File: config.mk
export PLATFORM = sky130hd
export DESIGN_NAME = line_command_recognizer_core
export DESIGN_NICKNAME = d
export VERILOG_FILES = /design/src/hdl/lcr_pkg.sv /design/src/hdl/lcr_front.sv /design/src/hdl/lcr_queue.sv /design/src/hdl/lcr_back.sv /design/src/hdl/line_command_recognizer_core.sv
export SDC_FILE = /design/constraint.sdc
export NUM_CORES = 1
export LEC_CHECK = 0
export BUFFER_PORTS_ARGS = -buffer_cell sky130_fd_sc_hd__buf_2
export CAP_MARGIN = 10
export CORE_ASPECT_RATIO = 1.5
export CORE_MARGIN = 2
export CORE_UTILIZATION = 40
export DETAILED_ROUTE_END_ITERATION = 10
export GPL_ROUTABILITY_DRIVEN = 0
export PLACE_DENSITY = 0.53
export SYNTH_ARGS = -nofsm -noshare
export SYNTH_HDL_FRONTEND = slang
export SYNTH_SLANG_ARGS = --single-unit
export TNS_END_PERCENT = 10
File: constraint.sdc
create_clock -name clock -period 4.5 [get_ports clock]
set_input_delay 0 -clock clock [delete_from_list [all_inputs] [get_ports clock]]
set_output_delay 0 -clock clock [all_outputs]
set_load 0.005 [all_outputs]
File: src/hdl/lcr_pkg.sv
`default_nettype none
// ----------------------------------------------------------------------------
// lcr_pkg
// Shared types and constants for the line command recognizer: command codes,
// keyword tables, queue entry layout and reset values.
// ----------------------------------------------------------------------------
package lcr_pkg;

   // Command codes as seen on the result channel
   typedef enum logic [2:0] {
      CMD_NONE    = 3'd0,
      CMD_START   = 3'd1,
      CMD_STOP    = 3'd2,
      CMD_OFF     = 3'd3,
      CMD_SCALE_C = 3'd4,
      CMD_SCALE_F = 3'd5,
      CMD_PERIOD  = 3'd6
   } cmd_code_type;

   // Configuration register indexes
   typedef enum logic [0:0] {
      CSR_START_PERIOD = 1'b0,
      CSR_START_SCALE  = 1'b1
   } csr_index_type;

   // Number parse phase after the PERIOD= prefix
   typedef enum logic [1:0] {
      NUM_SKIP   = 2'd0,
      NUM_DIGITS = 2'd1,
      NUM_DONE   = 2'd2
   } num_phase_type;

   // Keyword slots
   localparam int KW_COUNT  = 6;
   localparam int KW_START  = 0;
   localparam int KW_STOP   = 1;
   localparam int KW_OFF    = 2;
   localparam int KW_SCALEC = 3;
   localparam int KW_SCALEF = 4;
   localparam int KW_PERIOD = 5;

   localparam int POS_W = 3;                 // line position, saturates at 7
   localparam logic [POS_W-1:0] PREFIX_LEN = 3'd7;
   localparam logic [POS_W-1:0] POS_MAX    = 3'd7;

   localparam logic [7:0] KW_TEXT [KW_COUNT][8] = '{
      '{"S", "T", "A", "R", "T", 8'h00, 8'h00, 8'h00},
      '{"S", "T", "O", "P", 8'h00, 8'h00, 8'h00, 8'h00},
      '{"O", "F", "F", 8'h00, 8'h00, 8'h00, 8'h00, 8'h00},
      '{"S", "C", "A", "L", "E", "=", "C", 8'h00},
      '{"S", "C", "A", "L", "E", "=", "F", 8'h00},
      '{"P", "E", "R", "I", "O", "D", "=", 8'h00}
   };
   localparam logic [POS_W-1:0] KW_LEN [KW_COUNT] = '{3'd5, 3'd4, 3'd3, 3'd7, 3'd7, 3'd7};
   localparam cmd_code_type KW_CODE [KW_COUNT] = '{
      CMD_START, CMD_STOP, CMD_OFF, CMD_SCALE_C, CMD_SCALE_F, CMD_PERIOD
   };

   // Characters
   localparam logic [7:0] CHAR_NEWLINE = 8'h0A;
   localparam logic [7:0] CHAR_SPACE   = 8'h20;
   localparam logic [7:0] CHAR_TAB     = 8'h09;
   localparam logic [7:0] CHAR_VTAB    = 8'h0B;
   localparam logic [7:0] CHAR_FORMFD  = 8'h0C;
   localparam logic [7:0] CHAR_CR      = 8'h0D;
   localparam logic [7:0] CHAR_PLUS    = 8'h2B;
   localparam logic [7:0] CHAR_MINUS   = 8'h2D;
   localparam logic [7:0] CHAR_ZERO    = 8'h30;
   localparam logic [7:0] CHAR_NINE    = 8'h39;

   // Number limits
   localparam int MAG_W = 16;
   localparam logic [MAG_W-1:0] MAG_LIMIT = 16'd32768;
   localparam logic [MAG_W-1:0] POS_LIMIT = 16'd32767;

   // Reset values of the configuration registers
   localparam logic signed [15:0] START_PERIOD_RESET = 16'sd1;
   localparam logic               START_SCALE_RESET  = 1'b1;

   localparam int CSR_DATA_W    = 16;
   localparam int QUEUE_DEPTH_DEFAULT = 2;

   // One classified line waiting for the back end
   typedef struct packed {
      cmd_code_type       code;
      logic signed [15:0] value;
   } cmd_entry_type;

endpackage : lcr_pkg
`default_nettype wire

File: src/hdl/lcr_front.sv
`default_nettype none
// ----------------------------------------------------------------------------
// lcr_front
// Byte front end: keyword-alive matching, streaming PERIOD number parse and
// line classification. Pushes one command entry per newline until OFF halts it.
// ----------------------------------------------------------------------------
module lcr_front
   import lcr_pkg::*;
(
   input  wire logic          clock,
   input  wire logic          reset,
   input  wire logic          byte_accept,
   input  wire logic [7:0]    text_byte,
   output      logic          push_valid,
   output      cmd_entry_type push_data
);

   logic [POS_W-1:0]    pos_ff, pos_in;
   logic [KW_COUNT-1:0] alive_ff, alive_in;
   num_phase_type       phase_ff, phase_in;
   logic                neg_ff, neg_in;
   logic [MAG_W-1:0]    acc_ff, acc_in;
   logic                halted_ff, halted_in;

   logic                is_newline, is_blank, is_digit, is_sign, num_active;
   logic [19:0]         acc_sum;
   cmd_code_type        line_code;
   logic signed [15:0]  line_value;

   assign is_newline = (text_byte == CHAR_NEWLINE);
   assign is_blank   = (text_byte == CHAR_SPACE) || (text_byte == CHAR_TAB) ||
                       (text_byte == CHAR_VTAB) || (text_byte == CHAR_FORMFD) ||
                       (text_byte == CHAR_CR);
   assign is_digit   = (text_byte >= CHAR_ZERO) && (text_byte <= CHAR_NINE);
   assign is_sign    = (text_byte == CHAR_PLUS) || (text_byte == CHAR_MINUS);
   assign num_active = (pos_ff == PREFIX_LEN) && alive_ff[KW_PERIOD];
   assign acc_sum    = {1'b0, acc_ff, 3'b000} + {3'b000, acc_ff, 1'b0} +
                       {16'd0, 4'(text_byte - CHAR_ZERO)};

   // Classify at newline: lowest keyword slot wins
   always_comb begin
      line_code = CMD_NONE;
      for (int k = KW_COUNT - 1; k >= 0; k--) begin
         if (alive_ff[k]) begin
            if (k == KW_PERIOD) begin
               if (pos_ff >= PREFIX_LEN) line_code = KW_CODE[k];
            end else if (pos_ff == KW_LEN[k]) begin
               line_code = KW_CODE[k];
            end
         end
      end
   end

   always_comb begin
      if (neg_ff) begin
         line_value = signed'((~acc_ff) + 16'd1);
      end else if (acc_ff > POS_LIMIT) begin
         line_value = signed'(POS_LIMIT);
      end else begin
         line_value = signed'(acc_ff);
      end
   end

   // Next line state
   always_comb begin
      pos_in    = pos_ff;
      alive_in  = alive_ff;
      phase_in  = phase_ff;
      neg_in    = neg_ff;
      acc_in    = acc_ff;
      halted_in = halted_ff;
      if (byte_accept && !halted_ff) begin
         if (is_newline) begin
            pos_in   = '0;
            alive_in = '1;
            phase_in = NUM_SKIP;
            neg_in   = 1'b0;
            acc_in   = '0;
            if (line_code == CMD_OFF) halted_in = 1'b1;
         end else begin
            for (int k = 0; k < KW_COUNT; k++) begin
               if (pos_ff < KW_LEN[k]) begin
                  if (KW_TEXT[k][pos_ff] != text_byte) alive_in[k] = 1'b0;
               end else if (k != KW_PERIOD) begin
                  alive_in[k] = 1'b0;
               end
            end
            if (pos_ff != POS_MAX) pos_in = pos_ff + 3'd1;
            if (num_active) begin
               unique case (phase_ff)
                  NUM_SKIP: begin
                     if (!is_blank) begin
                        if (is_sign) begin
                           phase_in = NUM_DIGITS;
                           neg_in   = (text_byte == CHAR_MINUS);
                        end else if (is_digit) begin
                           phase_in = NUM_DIGITS;
                           acc_in   = (acc_sum > {4'd0, MAG_LIMIT}) ? MAG_LIMIT
                                                                    : acc_sum[MAG_W-1:0];
                        end else begin
                           phase_in = NUM_DONE;
                        end
                     end
                  end
                  NUM_DIGITS: begin
                     if (is_digit) begin
                        acc_in = (acc_sum > {4'd0, MAG_LIMIT}) ? MAG_LIMIT
                                                               : acc_sum[MAG_W-1:0];
                     end else begin
                        phase_in = NUM_DONE;
                     end
                  end
                  default: begin
                  end
               endcase
            end
         end
      end
   end

   assign push_valid      = byte_accept && !halted_ff && is_newline;
   assign push_data.code  = line_code;
   assign push_data.value = line_value;

   always_ff @(posedge clock) begin
      if (reset) begin
         pos_ff    <= '0;
         alive_ff  <= '1;
         phase_ff  <= NUM_SKIP;
         neg_ff    <= 1'b0;
         acc_ff    <= '0;
         halted_ff <= 1'b0;
      end else begin
         pos_ff    <= pos_in;
         alive_ff  <= alive_in;
         phase_ff  <= phase_in;
         neg_ff    <= neg_in;
         acc_ff    <= acc_in;
         halted_ff <= halted_in;
      end
   end

endmodule : lcr_front
`default_nettype wire

File: src/hdl/lcr_queue.sv
`default_nettype none
// ----------------------------------------------------------------------------
// lcr_queue
// Short FIFO of classified command entries between front and back end.
// ----------------------------------------------------------------------------
module lcr_queue
   import lcr_pkg::*;
#(
   parameter int DEPTH = QUEUE_DEPTH_DEFAULT
)(
   input  wire logic          clock,
   input  wire logic          reset,
   input  wire logic          push_valid,
   input  wire cmd_entry_type push_data,
   output      logic          full,
   output      logic          pop_valid,
   input  wire logic          pop_ready,
   output      cmd_entry_type pop_data
);

   localparam int PTR_W = (DEPTH > 1) ? $clog2(DEPTH) : 1;
   localparam int CNT_W = $clog2(DEPTH + 1);
   localparam logic [PTR_W-1:0] PTR_LAST = PTR_W'(DEPTH - 1);
   localparam logic [CNT_W-1:0] CNT_FULL = CNT_W'(DEPTH);

   cmd_entry_type     entry_ff [DEPTH];
   logic [PTR_W-1:0]  wr_ptr_ff, wr_ptr_in;
   logic [PTR_W-1:0]  rd_ptr_ff, rd_ptr_in;
   logic [CNT_W-1:0]  count_ff, count_in;
   logic              do_push, do_pop;

   assign full      = (count_ff == CNT_FULL);
   assign pop_valid = (count_ff != '0);
   assign pop_data  = entry_ff[rd_ptr_ff];
   assign do_push   = push_valid && !full;
   assign do_pop    = pop_valid && pop_ready;

   always_comb begin
      wr_ptr_in = wr_ptr_ff;
      rd_ptr_in = rd_ptr_ff;
      count_in  = count_ff;
      if (do_push) wr_ptr_in = (wr_ptr_ff == PTR_LAST) ? '0 : wr_ptr_ff + 1'b1;
      if (do_pop)  rd_ptr_in = (rd_ptr_ff == PTR_LAST) ? '0 : rd_ptr_ff + 1'b1;
      if (do_push && !do_pop) count_in = count_ff + 1'b1;
      else if (do_pop && !do_push) count_in = count_ff - 1'b1;
   end

   always_ff @(posedge clock) begin
      if (reset) begin
         wr_ptr_ff <= '0;
         rd_ptr_ff <= '0;
         count_ff  <= '0;
      end else begin
         wr_ptr_ff <= wr_ptr_in;
         rd_ptr_ff <= rd_ptr_in;
         count_ff  <= count_in;
      end
   end

   always_ff @(posedge clock) begin
      if (do_push) entry_ff[wr_ptr_ff] <= push_data;
   end

endmodule : lcr_queue
`default_nettype wire

File: src/hdl/lcr_back.sv
`default_nettype none
// ----------------------------------------------------------------------------
// lcr_back
// Back end: applies commands to the running/scale/period/halted state and
// holds the result transaction in an output register.
// ----------------------------------------------------------------------------
module lcr_back
   import lcr_pkg::*;
(
   input  wire logic                  clock,
   input  wire logic                  reset,
   input  wire logic                  cmd_valid,
   output      logic                  cmd_ready,
   input  wire cmd_entry_type         cmd_data,
   input  wire logic                  csr_write_enable,
   input  wire csr_index_type         csr_index,
   input  wire logic [CSR_DATA_W-1:0] csr_write_data,
   output      logic                  rsp_valid,
   input  wire logic                  rsp_stall,
   output      logic [2:0]            rsp_command_code,
   output      logic signed [15:0]    rsp_period_value,
   output      logic                  rsp_running,
   output      logic                  rsp_scale_fahrenheit,
   output      logic                  rsp_shut_down
);

   logic               running_ff, running_in;
   logic               scale_ff, scale_in;
   logic signed [15:0] period_ff, period_in;
   logic               halted_ff, halted_in;
   logic               out_valid_ff, out_valid_in;
   cmd_code_type       out_code_ff;
   logic               take;

   assign cmd_ready = !out_valid_ff || !rsp_stall;
   assign take      = cmd_valid && cmd_ready;

   always_comb begin
      running_in   = running_ff;
      scale_in     = scale_ff;
      period_in    = period_ff;
      halted_in    = halted_ff;
      out_valid_in = out_valid_ff && rsp_stall;
      if (csr_write_enable) begin
         unique case (csr_index)
            CSR_START_PERIOD: period_in = signed'(csr_write_data[15:0]);
            CSR_START_SCALE:  scale_in  = csr_write_data[0];
            default: begin
            end
         endcase
      end
      if (take) begin
         out_valid_in = 1'b1;
         unique case (cmd_data.code)
            CMD_START:   running_in = 1'b1;
            CMD_STOP:    running_in = 1'b0;
            CMD_OFF:     halted_in  = 1'b1;
            CMD_SCALE_C: scale_in   = 1'b0;
            CMD_SCALE_F: scale_in   = 1'b1;
            CMD_PERIOD:  period_in  = cmd_data.value;
            default: begin
            end
         endcase
      end
   end

   always_ff @(posedge clock) begin
      if (reset) begin
         running_ff   <= 1'b1;
         scale_ff     <= START_SCALE_RESET;
         period_ff    <= START_PERIOD_RESET;
         halted_ff    <= 1'b0;
         out_valid_ff <= 1'b0;
      end else begin
         running_ff   <= running_in;
         scale_ff     <= scale_in;
         period_ff    <= period_in;
         halted_ff    <= halted_in;
         out_valid_ff <= out_valid_in;
      end
   end

   // Result payload captured with the state after the line
   always_ff @(posedge clock) begin
      if (take) begin
         out_code_ff          <= cmd_data.code;
         rsp_period_value     <= period_in;
         rsp_running          <= running_in;
         rsp_scale_fahrenheit <= scale_in;
         rsp_shut_down        <= halted_in;
      end
   end

   assign rsp_valid        = out_valid_ff;
   assign rsp_command_code = out_code_ff;

endmodule : lcr_back
`default_nettype wire

File: src/hdl/line_command_recognizer_core.sv
`default_nettype none
// ----------------------------------------------------------------------------
// line_command_recognizer_core
// Streaming recognizer of newline-terminated text commands.
// ----------------------------------------------------------------------------
// The core takes one text byte per clock unless req_stall is high and never
// buffers a line. START, STOP, OFF, SCALE=C and SCALE=F match only as whole
// lines; a line starting with PERIOD= carries a number read like atoi
// (blanks, optional sign, digits) and saturated to 16 bits signed. Every
// newline yields one result transaction with the command code (0 for empty
// or unknown) and the period, running, scale and shut-down state after that
// line; other bytes yield nothing. After OFF the core swallows every byte,
// without results, until reset. Rate: one byte per cycle sustained while the
// queue has room, set by the combinational keyword compare and decimal
// accumulate in the front end. The front end classifies an accepted newline
// combinationally and writes the queue entry as it is accepted; the back end
// loads its output register from the queue once that register is free or
// being read. A queue of QUEUE_DEPTH entries between them absorbs result-side
// stalls, and req_stall rises only while that queue is full. Configuration
// writes load the period or scale state directly and are meant for idle time.
// ----------------------------------------------------------------------------
module line_command_recognizer_core
   import lcr_pkg::*;
#(
   parameter int QUEUE_DEPTH = QUEUE_DEPTH_DEFAULT
)(
   input  wire logic                  clock,
   input  wire logic                  reset,
   // byte input channel
   input  wire logic                  req_valid,
   output      logic                  req_stall,
   input  wire logic [7:0]            req_text_byte,
   // result channel
   output      logic                  rsp_valid,
   input  wire logic                  rsp_stall,
   output      logic [2:0]            rsp_command_code,
   output      logic signed [15:0]    rsp_period_value,
   output      logic                  rsp_running,
   output      logic                  rsp_scale_fahrenheit,
   output      logic                  rsp_shut_down,
   // configuration write port
   input  wire logic                  csr_write_enable,
   input  wire logic [0:0]            csr_index,
   input  wire logic [CSR_DATA_W-1:0] csr_write_data
);

   logic          byte_accept;
   logic          push_valid;
   cmd_entry_type push_data;
   logic          queue_full;
   logic          cmd_valid, cmd_ready;
   cmd_entry_type cmd_data;

   // Stall input only when no room is left for a classified line
   assign req_stall   = queue_full;
   assign byte_accept = req_valid && !req_stall;

   lcr_front u_front (
      .clock      (clock),
      .reset      (reset),
      .byte_accept(byte_accept),
      .text_byte  (req_text_byte),
      .push_valid (push_valid),
      .push_data  (push_data)
   );

   lcr_queue #(
      .DEPTH(QUEUE_DEPTH)
   ) u_queue (
      .clock     (clock),
      .reset     (reset),
      .push_valid(push_valid),
      .push_data (push_data),
      .full      (queue_full),
      .pop_valid (cmd_valid),
      .pop_ready (cmd_ready),
      .pop_data  (cmd_data)
   );

   lcr_back u_back (
      .clock               (clock),
      .reset               (reset),
      .cmd_valid           (cmd_valid),
      .cmd_ready           (cmd_ready),
      .cmd_data            (cmd_data),
      .csr_write_enable    (csr_write_enable),
      .csr_index           (csr_index_type'(csr_index)),
      .csr_write_data      (csr_write_data),
      .rsp_valid           (rsp_valid),
      .rsp_stall           (rsp_stall),
      .rsp_command_code    (rsp_command_code),
      .rsp_period_value    (rsp_period_value),
      .rsp_running         (rsp_running),
      .rsp_scale_fahrenheit(rsp_scale_fahrenheit),
      .rsp_shut_down       (rsp_shut_down)
   );

endmodule : line_command_recognizer_core
`default_nettype wire

After elaboration in Yosys (flattened, before gate mapping). Memory sizes are Yosys's and may differ from the RTL's. A register that Yosys moved wholly into a read port is not among the register bits. Cells that the tools add are included.

Word-level logic and storage cells: 213. Register bits: 75. Bits in read-only memories: 384. Bits in writable memories: 38. Input port bits: 30. Memories: 7.

$lt $le $gt $ge: 10. Bitwise operators: 2. Eq/ne operators: 37. Muxes and demuxes: 81. Reductions and logical operators: 43. Add/sub/neg operators: 9.

Memories: (no name shown) (depth 8, bits a word 8, read ports 1, clocked after Yosys merged registers in 0, write ports 0, line lcr_front.sv:83) `if (KW_TEXT[k][pos_ff] != text_byte) alive_in[k] = 1'b0;`; (no name shown) (depth 8, bits a word 8, read ports 1, clocked after Yosys merged registers in 0, write ports 0, line lcr_front.sv:83); (no name shown) (depth 8, bits a word 8, read ports 1, clocked after Yosys merged registers in 0, write ports 0, line lcr_front.sv:83); (no name shown) (depth 8, bits a word 8, read ports 1, clocked after Yosys merged registers in 0, write ports 0, line lcr_front.sv:83); (no name shown) (depth 8, bits a word 8, read ports 1, clocked after Yosys merged registers in 0, write ports 0, line lcr_front.sv:83); (no name shown) (depth 8, bits a word 8, read ports 1, clocked after Yosys merged registers in 0, write ports 0, line lcr_front.sv:83); +1 memories.

Operator list (count): $mux 16 (12); $mux 8 (12); $ne 8x8->1 (6); $mux 3 (14); $eq 8x4->1 const B (5); $pmux 16 s2 (1); $mux 1 (30); $eq 8x6->1 const B (3); $add 19x17->20 (1); $add 20x4->20 (1); $gt 20x16->1 const B (1); $eq 3x3->1 const B (6); $ne 3x2->1 const B (6); $add 16x1->16 const B (1); $gt 16x15->1 const B (1); $mux 2 (8); $not 16->16 (1); $reduce_bool 2->1 (8); $reduce_and 5->1 (3); $eq 3x2->1 const B (4); $reduce_and 2->1 (6); $logic_and 1x1->1 (10); $lt 3x3->1 const B (3); $ge 8x6->1 const B (1); other kinds (24) (38).

Depth between registers and ports, before layout.
Depth in word-level cells: 15. Depth in mapped cells: 12. Mapped depth without buffers: 11.

Hierarchy. A second synthesis with hierarchy kept.

Cell total of the unflattened synthesis: 718. Area total of the unflattened synthesis: 7023.0 um^2.

Modules (own cells, without submodules): lcr_front (area an instance 3598.5 um^2, instances 1, cells each 488, sequential area each 580.6 um^2); lcr_back (area an instance 1823.0 um^2, instances 1, cells each 145, sequential area each 1061.0 um^2); lcr_queue (area an instance 1587.8 um^2, instances 1, cells each 84, sequential area each 1241.2 um^2); line_command_recognizer_core (area an instance 13.8 um^2, instances 1, cells each 1, sequential area each 0.0 um^2).

Worst setup path after synthesis. OpenSTA, ideal clock, no wires.

Path type: flip-flop to flip-flop. From: register u_front.acc_ff[2]. To: register u_front.acc_ff[4]. Required time: 4413 ps. Path buffers: 1. Stages on the path, launching flop included: 12. Clock period less this slack: 3042 ps. Data arrival time: 2955 ps. Path slack: 1458 ps. Path through: dfxtp_1 inv_1 fa_1 fa_1 nand2b_1 a21o_1 a211oi_1 o31a_1 o22ai_1 o41a_1 buf_4 o31ai_1.

Longest elaborated chain between the ends: 10.

RTL lines: start, declared (line lcr_front.sv:22) `logic [MAG_W-1:0] acc_ff, acc_in;`; start signal, assigned (line lcr_front.sv:138) `acc_ff <= acc_in;`; $add 19x17->20 * (line lcr_front.sv:37) `assign acc_sum = {1'b0, acc_ff, 3'b000} + {3'b000, acc_ff, 1'b0} +`; $add 20x4->20 * (line lcr_front.sv:37); $gt 20x16->1 (line lcr_front.sv:98, lcr_front.sv:107); $mux 16 * (line lcr_front.sv:98, lcr_front.sv:107); $mux 16 * (line lcr_front.sv:96, lcr_front.sv:106); $mux 16 (line lcr_front.sv:93) `if (is_sign) begin`; $mux 16 (line lcr_front.sv:92) `if (!is_blank) begin`; $pmux 16 s2 * (line lcr_front.sv:90) `unique case (phase_ff)`; $mux 16 * (line lcr_front.sv:89) `if (num_active) begin`; $mux 16 * (line lcr_front.sv:73) `if (is_newline) begin`.

Every way passes the cells marked *; elsewhere a longest branch is shown, timed or not. The select of a mux whose other input is x is not followed. A chain may end at the register's enable or synchronous reset.

Final worst setup path.
From: register u_front.acc_ff[2]. To: register u_front.acc_ff[7].

The elaborated chain is that of the path after synthesis.

==> results by group <==
Run status
  • Outcome: complete, no violations

GRT
  • Pin count of the biggest net entering global routing: 37
  • Initial antenna violation count: 0
  • GRT Resource Usage Total: 0.1690
  • First-pass GRT wire length: 25190 um
  • Grt ovf: 0
  • Number of global-route vias before repair: 5228

Detailed routing
  • Wirelength per Cell: 15.79 um
  • Final WL: 15130 um
  • Initial drt markers: 305
  • First-pass iteration count of the detailed router: 5
  • Via density: 5.462
  • Via count: 5233
  • Antenna Nets Post-Route: 0
  • Post-route DRC violation count: 0

Timing
  • RSZ-0062 raised after global routing: no
  • Worst slew pin tran: 1.020 ns
  • Final Cycle Share: 0.7846
  • Finish-stage setup viols: 0
  • PnR worst setup slack: 0.9692 ns
  • Slew Limit Fails: 0
  • Count of final hold-check violations: 0
  • Max_slew headroom: 0.3191
  • Post-route setup TNS: 0 ns
  • Final min period: 3.531 ns
  • Final setup skew: 0.01578 ns
  • Fmax: 283.2 MHz
  • Hold slack: 0.05439 ns

Logic synthesis
  • Seq/Total Area, Yosys: 0.4238
  • Yosys cell types: 76
  • Synth Warn #: 0
  • Post-Syn Instances: 696
  • Syn avg cell area: 9.774 um2
  • Top_reg_cell synth: edfxtp_1
  • Mapped Area: 6803 um2
  • EDFF count, synth: 60
  • Syn Nets: 771
  • Ys async rst share: 0
  • Seq cells post-synth: 114

Pwr
  • Pleak: 3.138 nW
  • Power share of the clock group: 0.391
  • Pwr dens: 408.2 nW/um2
  • Gate power share: 0.192
  • VDD IR max: 0.0002597 V
  • Psw: 881.7 uW
  • Internal power: 2.288 mW
  • Seq pwr share: 0.417
  • Sw Share: 0.2781

Cells and area
  • Share of layout cells above drive strength 1: 0.1765
  • Design area: 7766 um2
  • Fill count: 1599
  • Most common cell after layout, fill and taps aside: nor2_1
  • Final #Nets: 810
  • Ant. Diodes: 0
  • Most frequent cells in the layout: 63 x nor2_1, 60 x a21oi_1, 60 x edfxtp_1, 58 x nand2_1, 54 x dfxtp_1
  • Synth-to-Final Area Change: 14.16%
  • Final std cells w/o fill: 958

Place
  • Pre-CTS setup slack: 1.012 ns
  • DP Area: 7201 um2
  • Placed insts: 925
  • Hpwl dp: 11120 um
  • PortBufs: 53

Worst setup path
  • RR Startpoint: u_front.acc_ff[2]
  • Crit path arrival time: 3.83 ns
  • Setup crit end kind: flop
  • CP max FO: 10
  • Crit. Startpoint: u_front.acc_ff[2]
  • Startpoint Class: flop
  • CP Class: reg2reg
  • Worst Path Required: 4.80 ns

Clock tree
  • Post_cts resized: 0
  • TritonCTS clock tree: done
  • Latest clock arrival within the worst-skew pair: 0.40 ns
  • Clock sink count: 114
  • Total CTS buffers: 17
  • Post-CTS setup buffers: 0
  • Clock Tree Root: clkbuf_16
  • Clock buffer depth: 2
  • Clk slew on worst S/H paths: 0.05 ns
  • H-tree depth: 4

Floorplan
  • Floorplan row count: 58
  • Die Y: 163.7 um
  • Top-Level Pins: 54
  • Area of the core: 16690 um2
  • Die X: 110.5 um
  • Die area: 18090 um2
  • Initial core utilization: 0.4076

Hold path
  • Hold WC Path Type: in2reg
  • HP Start: csr_write_data[0]

Run
  • Max-cap violations: 0
==> state kept, by name, indices dropped and copies added (netlist names), 2 cells and up, named ones only <==
signal / count
u_back.period_ff: 16
u_back.rsp_command_code: 3
u_back.rsp_period_value: 16
u_front.acc_ff: 16
u_front.alive_ff: 6
u_front.phase_ff: 2
u_front.pos_ff: 3
u_queue.count_ff: 2
u_queue.entry_ff: 38
==> synthesized netlist by cell type (7+ instances only) <==
library cell  instances  area [um2]
a21oi_1              60       300.3
xnor2_1              23       201.4
buf_2                12       60.06
edfxtp_1             60        1802
nor2b_1              20       125.1
nand2_1              58       217.7
ha_1                 43       538.0
nor3_1               11       55.05
o21ai_0              33       165.2
nand3_1               7       35.03
mux2i_1              24       240.2
nand4_1               8       50.05
a211oi_1              8       60.06
inv_1                24       90.09
dfxtp_1              54        1081
xor2_1               13       113.9
mux2_2               17       191.4
clkbuf_1             23       86.33
nor2_1               63       236.5
a21o_1                9       67.56
or2_2                 7       43.79
or3_1                 8       50.05
==> timing repair <==
item / CTS / global route
endpoints found under the setup margin: 0 / 0
hold endpoints to repair: 1 / 0
hold buffers: 1 / 0
==> worst paths after layout <==
path,end,slack (ns),cells past startpoint
hold reg to reg,u_front.alive_ff[0],0.46,2
setup reg to reg,u_front.acc_ff[7],0.97,10
hold / removal,u_back.rsp_scale_fahrenheit,0.05,3
setup / recovery,u_front.acc_ff[7],0.97,10
==> power groups by stage <==
stage	sequential, mW	combinational, mW	clock, mW
finish	1.32	0.608	1.24
detailed placement	1.35	0.615	0
floorplan	1.34	0.418	0
global route	1.34	0.676	1.31
global placement	1.34	0.607	0
CTS	1.32	0.617	1.26
==> stage by stage <==
stage / power [mW] / util
3_3_place_gp: 1.948 / 0.4314
4_1_cts: 3.203 / 0.4653
3_5_place_dp: 1.960 / 0.4314
6_report: 3.170 / 0.4653
5_1_grt: 3.325 / 0.4653
2_1_floorplan: 1.757 / -
==> layout make-up <==
type,instances,area (um2),area share
tap,210,262.8,0.03383
clock inverter,13,112.6,0.01450
inverter,25,93.84,0.01208
clock buffer,19,442.9,0.05703
timing repair buffer,58,305.3,0.03931
multi-input combinational,519,3666,0.4720
sequential,114,2883,0.3712
==> layer usage <==
layer / vias up / wire, um / track usage
met4: 0 / 217 / 0.05795
met3: 13 / 467 / 0.03284
met2: 117 / 8090 / 0.3232
met5: - / 0 / 0
met1: 2486 / 6354 / 0.1858
li1: 2617 / - / -
==> worst max-delay path, stage by stage, from the launching register on <==
cell      delay, ns
dfxtp_1        0.48
inv_1          0.09
fa_1           0.49
fa_1           0.46
nand2b_1       0.17
a21o_1         0.24
a21boi_2       0.30
a22o_1         0.21
o22ai_1        0.10
o41a_1         0.60
o31ai_1        0.28
==> logic make-up after synthesis <==
family / Yosys count / share of synthesized area
AO/OA/AOI/OAI: 179 / 0.1777
multiplexers: 41 / 0.06345
adder cells (fa/ha/maj): 45 / 0.08497
flip-flops: 114 / 0.4238
AND/OR/NAND/NOR: 217 / 0.1628
XOR/XNOR: 37 / 0.04874
buffers and inverters: 63 / 0.03862
Power figures use the tool's default switching activity.
